### config.mk
export PLATFORM = sky130hd
export DESIGN_NAME = date_difference_days_top
export DESIGN_NICKNAME = d
export VERILOG_FILES = /design/src/ddd_pkg.sv /design/src/ddd_year_div.sv /design/src/ddd_day_count.sv /design/src/date_difference_days_top.sv
export VERILOG_INCLUDE_DIRS = /design/src /design/src/src
export SDC_FILE = /design/constraint.sdc
export NUM_CORES = 2
export LEC_CHECK = 0
export ABC_CLOCK_PERIOD_IN_PS = 11750
export BUFFER_PORTS_ARGS = -buffer_cell sky130_fd_sc_hd__buf_2
export CAP_MARGIN = 15
export CORE_UTILIZATION = 71
export DETAILED_ROUTE_END_ITERATION = 8
export HOLD_SLACK_MARGIN = 0.06
export PLACE_DENSITY = 0.95
export SYNTH_ARGS = -nofsm -noshare
export SYNTH_HDL_FRONTEND = slang
export SYNTH_HIERARCHICAL = 1
export SYNTH_SLANG_ARGS = --single-unit
### constraint.sdc
create_clock -name clk -period 11.75 [get_ports clk]
set_clock_uncertainty 0.15 [all_clocks]
set_input_delay 0.5875 -clock clk [delete_from_list [all_inputs] [get_ports clk]]
set_output_delay 0.5875 -clock clk [all_outputs]
set_load 0.1 [all_outputs]
### src/date_difference_days_top_macros.svh
// assertion macros shared by the date difference block
`ifndef DATE_DIFFERENCE_DAYS_TOP_MACROS_SVH
`define DATE_DIFFERENCE_DAYS_TOP_MACROS_SVH

// same-cycle implication
`define DDD_ASSERT_NOW(label, ante, cons, msg) \
  label: assert property (@(posedge clk) disable iff (rst) (ante) |-> (cons)) \
    else $error(msg);

// delayed implication, with the delay given by n
`define DDD_ASSERT_AFTER(label, ante, cons, n, msg) \
  label: assert property (@(posedge clk) disable iff (rst) (ante) |-> ##(n) (cons)) \
    else $error(msg);

`endif

### src/ddd_pkg.sv
// shared types, constants and month table for the date difference block
package ddd_pkg;

  localparam int unsigned YearW    = 14;
  localparam int unsigned MonthW   = 4;
  localparam int unsigned DayW     = 5;
  localparam int unsigned DiffW    = 23;
  localparam int unsigned DayNumW  = 23;
  localparam int unsigned RestW    = 9;

  localparam logic [8:0]  DAYS_PER_YEAR = 9'd365;
  // floor(x/100) = (x*RECIP)>>21 and floor(x/400) = (x*RECIP)>>23 for x < 2**15
  localparam logic [14:0] RECIP         = 15'd20972;

  localparam logic [3:0]  MONTH_JAN = 4'd1;
  localparam logic [3:0]  MONTH_DEC = 4'd12;
  localparam logic [3:0]  IDX_MAR   = 4'd2;

  localparam logic signed [DiffW-1:0] DIFF_MAX = {1'b0, {(DiffW-1){1'b1}}};
  localparam logic signed [DiffW-1:0] DIFF_MIN = {1'b1, {(DiffW-1){1'b0}}};

  // one date after the division stage
  typedef struct packed {
    logic [YearW-1:0]  year;
    logic [3:0]        month_idx;
    logic [DayW-1:0]   day;
    logic [12:0]       ceil4;
    logic [7:0]        ceil100;
    logic [5:0]        ceil400;
  } ddd_div_t;

  // days in a common year before the first of each month, index 0 is january
  function automatic logic [RestW-1:0] month_start(input logic [3:0] idx);
    logic [RestW-1:0] r;
    case (idx)
      4'd0:    r = 9'd0;
      4'd1:    r = 9'd31;
      4'd2:    r = 9'd59;
      4'd3:    r = 9'd90;
      4'd4:    r = 9'd120;
      4'd5:    r = 9'd151;
      4'd6:    r = 9'd181;
      4'd7:    r = 9'd212;
      4'd8:    r = 9'd243;
      4'd9:    r = 9'd273;
      4'd10:   r = 9'd304;
      4'd11:   r = 9'd334;
      default: r = 9'd0;
    endcase
    return r;
  endfunction

endpackage

### src/ddd_year_div.sv
// first stage: month clamp and leap-year quotients of one date
module ddd_year_div (
  input  logic                       clk,
  input  logic                       rst,
  input  logic                       in_valid,
  input  logic [ddd_pkg::DayW-1:0]   day,
  input  logic [ddd_pkg::MonthW-1:0] month,
  input  logic [ddd_pkg::YearW-1:0]  year,
  output logic                       out_valid,
  output ddd_pkg::ddd_div_t          div
);
  import ddd_pkg::*;

  logic [14:0]  x4;
  logic [14:0]  x100;
  logic [14:0]  x400;
  logic [29:0]  p100;
  logic [29:0]  p400;
  logic [3:0]   month_clamped;
  ddd_div_t     div_next;

  always_comb begin
    x4   = 15'(year) + 15'd3;
    x100 = 15'(year) + 15'd99;
    x400 = 15'(year) + 15'd399;
    p100 = 30'(x100) * 30'(RECIP);
    p400 = 30'(x400) * 30'(RECIP);
    if (month < MONTH_JAN) begin
      month_clamped = MONTH_JAN;
    end else if (month > MONTH_DEC) begin
      month_clamped = MONTH_DEC;
    end else begin
      month_clamped = month;
    end
    div_next.year      = year;
    div_next.month_idx = month_clamped - 4'd1;
    div_next.day       = day;
    div_next.ceil4     = x4[14:2];
    div_next.ceil100   = p100[28:21];
    div_next.ceil400   = p400[28:23];
  end

  always_ff @(posedge clk) begin
    if (rst) begin
      out_valid <= 1'b0;
    end else begin
      out_valid <= in_valid;
    end
  end

  always_ff @(posedge clk) begin
    div <= div_next;
  end

endmodule

### src/ddd_day_count.sv
// second and third stages: absolute day number of one date
module ddd_day_count (
  input  logic                        clk,
  input  logic                        rst,
  input  logic                        in_valid,
  input  ddd_pkg::ddd_div_t           div,
  output logic                        out_valid,
  output logic [ddd_pkg::DayNumW-1:0] day_num
);
  import ddd_pkg::*;

  logic [DayNumW-1:0] year_days_next;
  logic [RestW-1:0]   rest_next;
  logic [DayNumW-1:0] year_days;
  logic [RestW-1:0]   rest;
  logic               mid_valid;
  logic [14:0]        back100;
  logic [14:0]        back400;
  logic               leap;

  always_comb begin
    // ceil(y/100)*100 equals y only when y is a multiple of 100
    back100 = 15'(div.ceil100) * 15'd100;
    back400 = 15'(div.ceil400) * 15'd400;
    leap    = (div.year[1:0] == 2'b00) &&
              ((back100 != 15'(div.year)) || (back400 == 15'(div.year)));
    year_days_next = DayNumW'(div.year) * DayNumW'(DAYS_PER_YEAR)
                   + DayNumW'(div.ceil4) - DayNumW'(div.ceil100)
                   + DayNumW'(div.ceil400);
    rest_next = month_start(div.month_idx)
              + RestW'(leap && (div.month_idx >= IDX_MAR))
              + RestW'(div.day);
  end

  always_ff @(posedge clk) begin
    if (rst) begin
      mid_valid <= 1'b0;
      out_valid <= 1'b0;
    end else begin
      mid_valid <= in_valid;
      out_valid <= mid_valid;
    end
  end

  always_ff @(posedge clk) begin
    year_days <= year_days_next;
    rest      <= rest_next;
    day_num   <= year_days + DayNumW'(rest);
  end

endmodule

### src/date_difference_days_top.sv
// top level: signed day count between two gregorian dates
//
// usage:
//   raise start for one cycle with both dates on the first_* and second_*
//   ports; the transaction is taken at that clock edge since busy never
//   rises. a new date pair may be given in every cycle.
//   at the end of the pipeline done is high for exactly one cycle and day_difference
//   holds the days from the first date to the second, saturated to 23 bits.
//   the pipeline registers, in order, the year quotients by reciprocal
//   multiply, the year and month day counts, the day numbers, then the subtract and saturate.
//   throughput is one transaction per cycle, set by the four-stage pipeline.
//   the receiver cannot stall; every result shows for one cycle only.
//   reset clears all valid bits, dropping transactions in flight; no result
//   appears for them.
`include "date_difference_days_top_macros.svh"

module date_difference_days_top (
  input  logic                              clk,
  input  logic                              rst,
  input  logic                              start,
  output logic                              busy,
  input  logic [ddd_pkg::DayW-1:0]          first_day,
  input  logic [ddd_pkg::MonthW-1:0]        first_month,
  input  logic [ddd_pkg::YearW-1:0]         first_year,
  input  logic [ddd_pkg::DayW-1:0]          second_day,
  input  logic [ddd_pkg::MonthW-1:0]        second_month,
  input  logic [ddd_pkg::YearW-1:0]         second_year,
  output logic                              done,
  output logic signed [ddd_pkg::DiffW-1:0]  day_difference
);
  import ddd_pkg::*;

  localparam int unsigned LATENCY = 4;

  logic                     take;
  logic                     first_div_valid;
  logic                     second_div_valid;
  ddd_div_t                 first_div;
  ddd_div_t                 second_div;
  logic                     first_num_valid;
  logic                     second_num_valid;
  logic [DayNumW-1:0]       first_num;
  logic [DayNumW-1:0]       second_num;
  logic signed [DiffW:0]    diff_wide;
  logic signed [DiffW-1:0]  diff_next;

  assign busy = 1'b0;
  assign take = start && !busy;

  ddd_year_div u_first_div (
    .clk       (clk),
    .rst       (rst),
    .in_valid  (take),
    .day       (first_day),
    .month     (first_month),
    .year      (first_year),
    .out_valid (first_div_valid),
    .div       (first_div)
  );

  ddd_year_div u_second_div (
    .clk       (clk),
    .rst       (rst),
    .in_valid  (take),
    .day       (second_day),
    .month     (second_month),
    .year      (second_year),
    .out_valid (second_div_valid),
    .div       (second_div)
  );

  ddd_day_count u_first_count (
    .clk       (clk),
    .rst       (rst),
    .in_valid  (first_div_valid),
    .div       (first_div),
    .out_valid (first_num_valid),
    .day_num   (first_num)
  );

  ddd_day_count u_second_count (
    .clk       (clk),
    .rst       (rst),
    .in_valid  (second_div_valid),
    .div       (second_div),
    .out_valid (second_num_valid),
    .day_num   (second_num)
  );

  always_comb begin
    diff_wide = $signed({1'b0, second_num}) - $signed({1'b0, first_num});
    // top two bits disagree when the difference leaves the 23-bit range
    if (diff_wide[DiffW] != diff_wide[DiffW-1]) begin
      diff_next = diff_wide[DiffW] ? DIFF_MIN : DIFF_MAX;
    end else begin
      diff_next = diff_wide[DiffW-1:0];
    end
  end

  always_ff @(posedge clk) begin
    if (rst) begin
      done <= 1'b0;
    end else begin
      done <= first_num_valid && second_num_valid;
    end
  end

  always_ff @(posedge clk) begin
    day_difference <= diff_next;
  end

  `DDD_ASSERT_AFTER(a_take_gives_done, take, done, LATENCY,
    "accepted transaction produced no result")
  `DDD_ASSERT_NOW(a_done_has_source, done, $past(take, LATENCY),
    "result without an accepted transaction")
  `DDD_ASSERT_AFTER(a_same_date_zero,
    take && (first_day == second_day) && (first_month == second_month) &&
    (first_year == second_year),
    day_difference == '0, LATENCY, "equal dates gave a nonzero difference")

endmodule

; ---- Word level (Yosys, flattened, before mapping)
; Memory sizes are Yosys's and may differ from the RTL's. A register that Yosys moved wholly into a read port is not among the register bits.
; Index checks and enable logic that the tools add are counted.
[op_classes]
n_addsub = 21
multipliers = 10
n_lt_le_gt_ge = 6
eq_ne = 5
reduce_logical = 8
muxes = 6
[ops]
columns = op, count
row1 = 15-bit by 13-bit multiplier with 27-bit output (second input constant), 4
row2 = 23-bit by 13-bit adder with 23-bit output, 2
row3 = 23-bit by 6-bit adder with 23-bit output, 2
row4 = 23-bit by 9-bit adder with 23-bit output, 2
row5 = 14-bit by 9-bit multiplier with 23-bit output (second input constant), 2
row6 = 23-bit 2-to-1 mux, 2
row7 = 23-bit by 8-bit subtractor with 23-bit output, 2
row8 = 14-bit by 2-bit adder with 15-bit output (second input constant), 2
row9 = 14-bit by 7-bit adder with 15-bit output (second input constant), 2
row10 = 14-bit by 9-bit adder with 15-bit output (second input constant), 2
row11 = 15-bit by 14-bit equality test with 1-bit output, 2
row12 = 15-bit by 14-bit inequality test with 1-bit output, 2
row13 = 8-bit by 5-bit multiplier with 13-bit output (second input constant), 2
row14 = 23-bit by 23-bit subtractor with 24-bit output, 1
row15 = 6-bit by 5-bit multiplier with 11-bit output (second input constant), 2
row16 = 9-bit by 1-bit adder with 9-bit output, 2
row17 = 9-bit by 5-bit adder with 9-bit output, 2
row18 = 4-bit 2-to-1 mux, 4
row19 = 4-bit by 2-bit greater-or-equal comparator with 1-bit output (second input constant), 2
row20 = 4-bit > comparator (second input constant), 2
row21 = 4-bit by 1-bit less-than comparator with 1-bit output (second input constant), 2
row22 = 4-bit by 1-bit subtractor with 4-bit output (second input constant), 2
row23 = 1-bit logical AND, 4
row24 = 2-bit logical NOT, 2
row25 = 2 further kinds, 3
[totals]
n_memories = 2
rom_bits = 288
register_bits = 237
out_inout_bits = 25
input_bits = 49
[memory_table]
columns = memory, depth, word_bits, read_ports, rd_ports_with_merged_regs, write_ports, line_no
row1 = (no name shown), 16, 9, 1, 1, 0, ddd_pkg.sv:35  ; case (idx)
row2 = (no name shown), 16, 9, 1, 1, 0, ddd_pkg.sv:35

; ---- Longest topological paths before layout
[logic_depth]
depth_word = 7
depth_mapped = 29

; ---- Hierarchy
; The synthesis kept the hierarchy.
[modules_own_cells]
columns = mod, cells_per_inst, seq_area_each_um2, instances, area_each_um2
row1 = ddd_day_count, 795, 1141.1, 2, 7667.4
row2 = ddd_year_div (u_second_div), 945, 1021.0, 1, 8954.8
row3 = ddd_year_div (u_first_div), 929, 1021.0, 1, 8952.3
row4 = date_difference_days_top, 256, 480.5, 1, 2175.8

; ---- Least setup slack after synthesis
; No wires, ideal clock.
[synth_path]
path_type = input to register
start = input port first_year[2] (netlist name)
end = register u_first_div/div[3] (netlist name)
setup_slack_ps = 5405
t_required_ps = 11538
path_stages = 29
path_buffers = 2
arrival_ps = 6134
setup_ps = 62
cell_sequence = clkbuf_2 inv_1 ha_1 a21boi_1 nand2b_1 nand2b_1 and2_1 buf_2 nor2_1 xor2_1 inv_1 fa_1 inv_1 ha_1 inv_1 fa_1 inv_1 fa_1 inv_1 fa_1 inv_1 ha_1 nand4_1 nor3_1 a31oi_1 o21ai_1 a31oi_1 or3b_2 nand3_1
[synth_lines]
columns = item, line_no
row1 = start: declaration, date_difference_days_top.sv:24  ; input logic [ddd_pkg::YearW-1:0] first_year,

==> flow_summary.ini <==
[detailed_routing]
vias_per_cell = 6.208
drt-wirelength-per-cell_um = 21.20
drc_errors = 0
routed_wl_mm = 94.88
first_iter_violations = 2600
firstDrtPassIters = 7
final_antenna_net_count = 0
num_vias = 27780

[flow_run]
drv_cap = 0

[placement]
place_hpwl_mm = 74.67
port_buffers = 72
globalplace.congestion = 0.9788

[clock_tree]
cts_root_buf = clkbuf_16
clk_latency_ns = 0.56
max-clock-path-buffers = 3
htreeDepth = 1
cts_tree = yes
post-cts-setup-buffer-count = 0
numCtsBuffers = 26
cts_sinks = 240
clk_pin_slew_ns = 0.07

[synth]
syn_nets = 4933
netlist_instances = 3720
ys_ff_latch = 240
synthDistinctLibCells = 99
synth-async-reset-ratio = 0
synth_enable_flop_cells = 0
synth_simple_gate_area_share = 0.07348
synth_top_family_by_area = adder cells
yosys_warnings = 6
netlist_area_um2 = 35420
synthFlopType = dfxtp_1
syn_area_per_cell_um2 = 9.521
synth-adder-area-share = 0.5051
synth-seq-area-share = 0.1357
synth_compound_area_frac = 0.1092
muxShareOfSynthArea = 0.002826
synth_xor_area_frac = 0.06966

[worst_setup_path]
cp.arrival_ns = 8.05
crit_path_start = first_year[1]
endpoint_kind = flip-flop
required_ns = 12.09
r2r-start = u_second_div/div[1]$_DFF_P_
critical_path_peak_fanout = 6
startpoint_type = input pin
path_class = input pin to flip-flop

[grt]
grt_pass1_wl_mm = 151.7
grt-ovfl-total = 0
antenna_found_initial = 2
grt.total_usage = 0.3827
grt_pass1_vias = 29900
grt_max_degree = 19

[timing]
rsz0062_at_grt = no
finalSetupTns_ns = 0
tightest_slew_ns = 1.027
finalSetupViolCount = 0
finalMaxSlewViolations = 0
report.final.hold_viol_count = 0
fmax_mhz = 129.7
slew-limit-headroom = 0.3127
period_minus_slack_ns = 7.710
fin_crit_sh = 0.6561

[floorplan]
die_w_um = 225.3
initial_utilization = 0.7220
core_um2 = 49050
pin_count = 74
core.rowCount = 81
die-area_um2 = 50780
die_y_um = 225.3

[layout]
syn_to_final_growth_pct = 5.592
fill_cells = 2869
drive_gt1_frac = 0.05118
nets = 5003

[status]
status = complete, no violations

[hold_path]
hp-class = input pin to flip-flop
min-delay-start = first_year[0]
==> synth_stat cells (7+ instances only) <==
library cell,count,share of area
inv_1,916,0.097
ha_1,727,0.26
fa_1,437,0.25
dfxtp_1,240,0.14
xnor2_1,160,0.040
a21oi_1,139,0.020
nor2_1,127,0.013
nand2_1,113,0.012
xor2_1,113,0.028
o21ai_0,63,0.0089
nand3_1,58,0.0082
a21o_1,51,0.011
o21a_1,44,0.0093
nor3_1,39,0.0055
o21ai_1,38,0.0054
a211oi_1,30,0.0064
nor2b_1,29,0.0051
nand2b_1,28,0.0049
nand4_1,24,0.0042
a31oi_1,20,0.0035
clkbuf_1,19,0.0020
and3_1,18,0.0032
o21bai_1,16,0.0034
nor4_1,15,0.0026
buf_2,14,0.0020
a21oi_2,13,0.0032
o211ai_1,11,0.0023
o311ai_1,11,0.0027
and2_1,10,0.0018
and4_1,10,0.0025
o221ai_1,9,0.0022
a211o_1,7,0.0017
nor3b_1,7,0.0015
o22ai_1,7,0.0012
==> stage by stage <==
step | hold slack [ns] | cell area [um2] | util | cells | setup slack (ns)
after floorplan | 0.2452 | 35420 | - | 3720 | 5.405
after global placement | 0.2538 | 36390 | 0.7419 | 4414 | 4.770
after detailed placement | 0.2672 | 36390 | 0.7419 | 4414 | 4.369
after CTS | 0.07680 | 37400 | 0.7624 | 4474 | 4.234
after global routing | 0.08906 | 37400 | 0.7624 | 4475 | 3.802
final | 0.08928 | 37400 | 0.7624 | 4475 | 4.040
==> layer usage <==
| layer | wire length (um) | vias up | GRT usage | share of wire |
|---|---|---|---|---|
| li1 | - | 12180 | - | - |
| met1 | 33130 | 13150 | 0.4236 | 0.35 |
| met2 | 44990 | 1786 | 0.6373 | 0.47 |
| met3 | 8188 | 667 | 0.08240 | 0.086 |
| met4 | 8569 | 0 | 0.3081 | 0.090 |
| met5 | 0 | - | 0 | 0 |
==> state kept, by name (all words and copies together) (netlist names) <==
name	flops
u_second_count/out_valid	1
day_difference	23
u_second_count/day_num	23
u_first_div/div	50
done	1
u_first_div/out_valid	1
u_first_count/year_days	23
u_second_count/rest	9
u_first_count/out_valid	1
u_first_count/mid_valid	1
u_second_count/year_days	23
u_second_div/div	50
u_second_div/out_valid	1
u_second_count/mid_valid	1
u_first_count/rest	9
u_first_count/day_num	23
==> critical path: stages <==
cell,delay [ns]
dlygate4sd3_1,0.55
buf_2,0.16
inv_1,0.18
ha_1,0.19
a21oi_1,0.10
nor2b_1,0.33
a211oi_2,0.18
nor3_1,0.29
xor2_1,0.59
inv_1,0.28
fa_1,0.62
inv_1,0.07
ha_1,0.33
fa_1,0.48
fa_1,0.58
inv_1,0.08
fa_1,0.55
inv_1,0.05
ha_1,0.32
nand4_1,0.12
nor4_2,0.34
a311oi_1,0.19
a31oi_2,0.35
o21ai_2,0.11
a21oi_1,0.21
xor2_1,0.18
==> placed cells by master, fill, tap and decap left out, types with 18 or more instances in the layout <==
cell       instances
inv_1            916
ha_1             727
nor2_1           127
nor3_1            39
a211oi_1          30
and3_1            18
nand3_1           58
nor2b_1           29
a21oi_1          139
clkbuf_16         27
a31oi_1           20
o21ai_1           38
nand2_1          113
dfxtp_1          240
a21o_1            51
xor2_1           113
o21a_1            44
xnor2_1          160
nand2b_1          28
fa_1             437
nand4_1           24
o21ai_0           63
buf_2             72
==> worst paths after layout <==
path                                     to  slack (ns)  cells after the start
min reg2reg                 done$_SDFF_PP0_        0.27                      2
max reg2reg  u_second_count/rest[8]$_DFF_P_        5.88                     18
min             u_first_div/div[36]$_DFF_P_        0.09                      1
max             u_first_div/div[11]$_DFF_P_        4.04                     26
==> layout make-up <==
class                   instances  area, um2  share of cell area
repair buffers                 85      488.0             0.01305
flip-flops and latches        240       4805              0.1285
multi-input cells            2516      26930              0.7201
inverters                     921       3457             0.09244
clock buffers                  29      693.2             0.01853
well taps                     664      830.8             0.02221
diodes                          1      2.502          0.00006691
clock inverters                19      191.4            0.005119
==> what timing repair did <==
action	in CTS	in global routing
hold buffers	12	0
gates resized for setup	0	0
endpoints found under the setup margin	0	0
endpoints found under the hold margin	12	0
==> cells by family (layout without fill, tap and decap cells) <==
family / after synthesis / after routing
buf+inv: 964 / 1054
mux: 7 / 7
fa+ha+maj: 1168 / 1168
flops: 240 / 240
simple gates: 513 / 513
other cells: 1 / 2
xor+xnor: 277 / 277
compound gates: 550 / 550
Power is left out: the tool's default activity adds up to more than one toggle a clock period on the data nets, which glitch-free logic cannot reach.
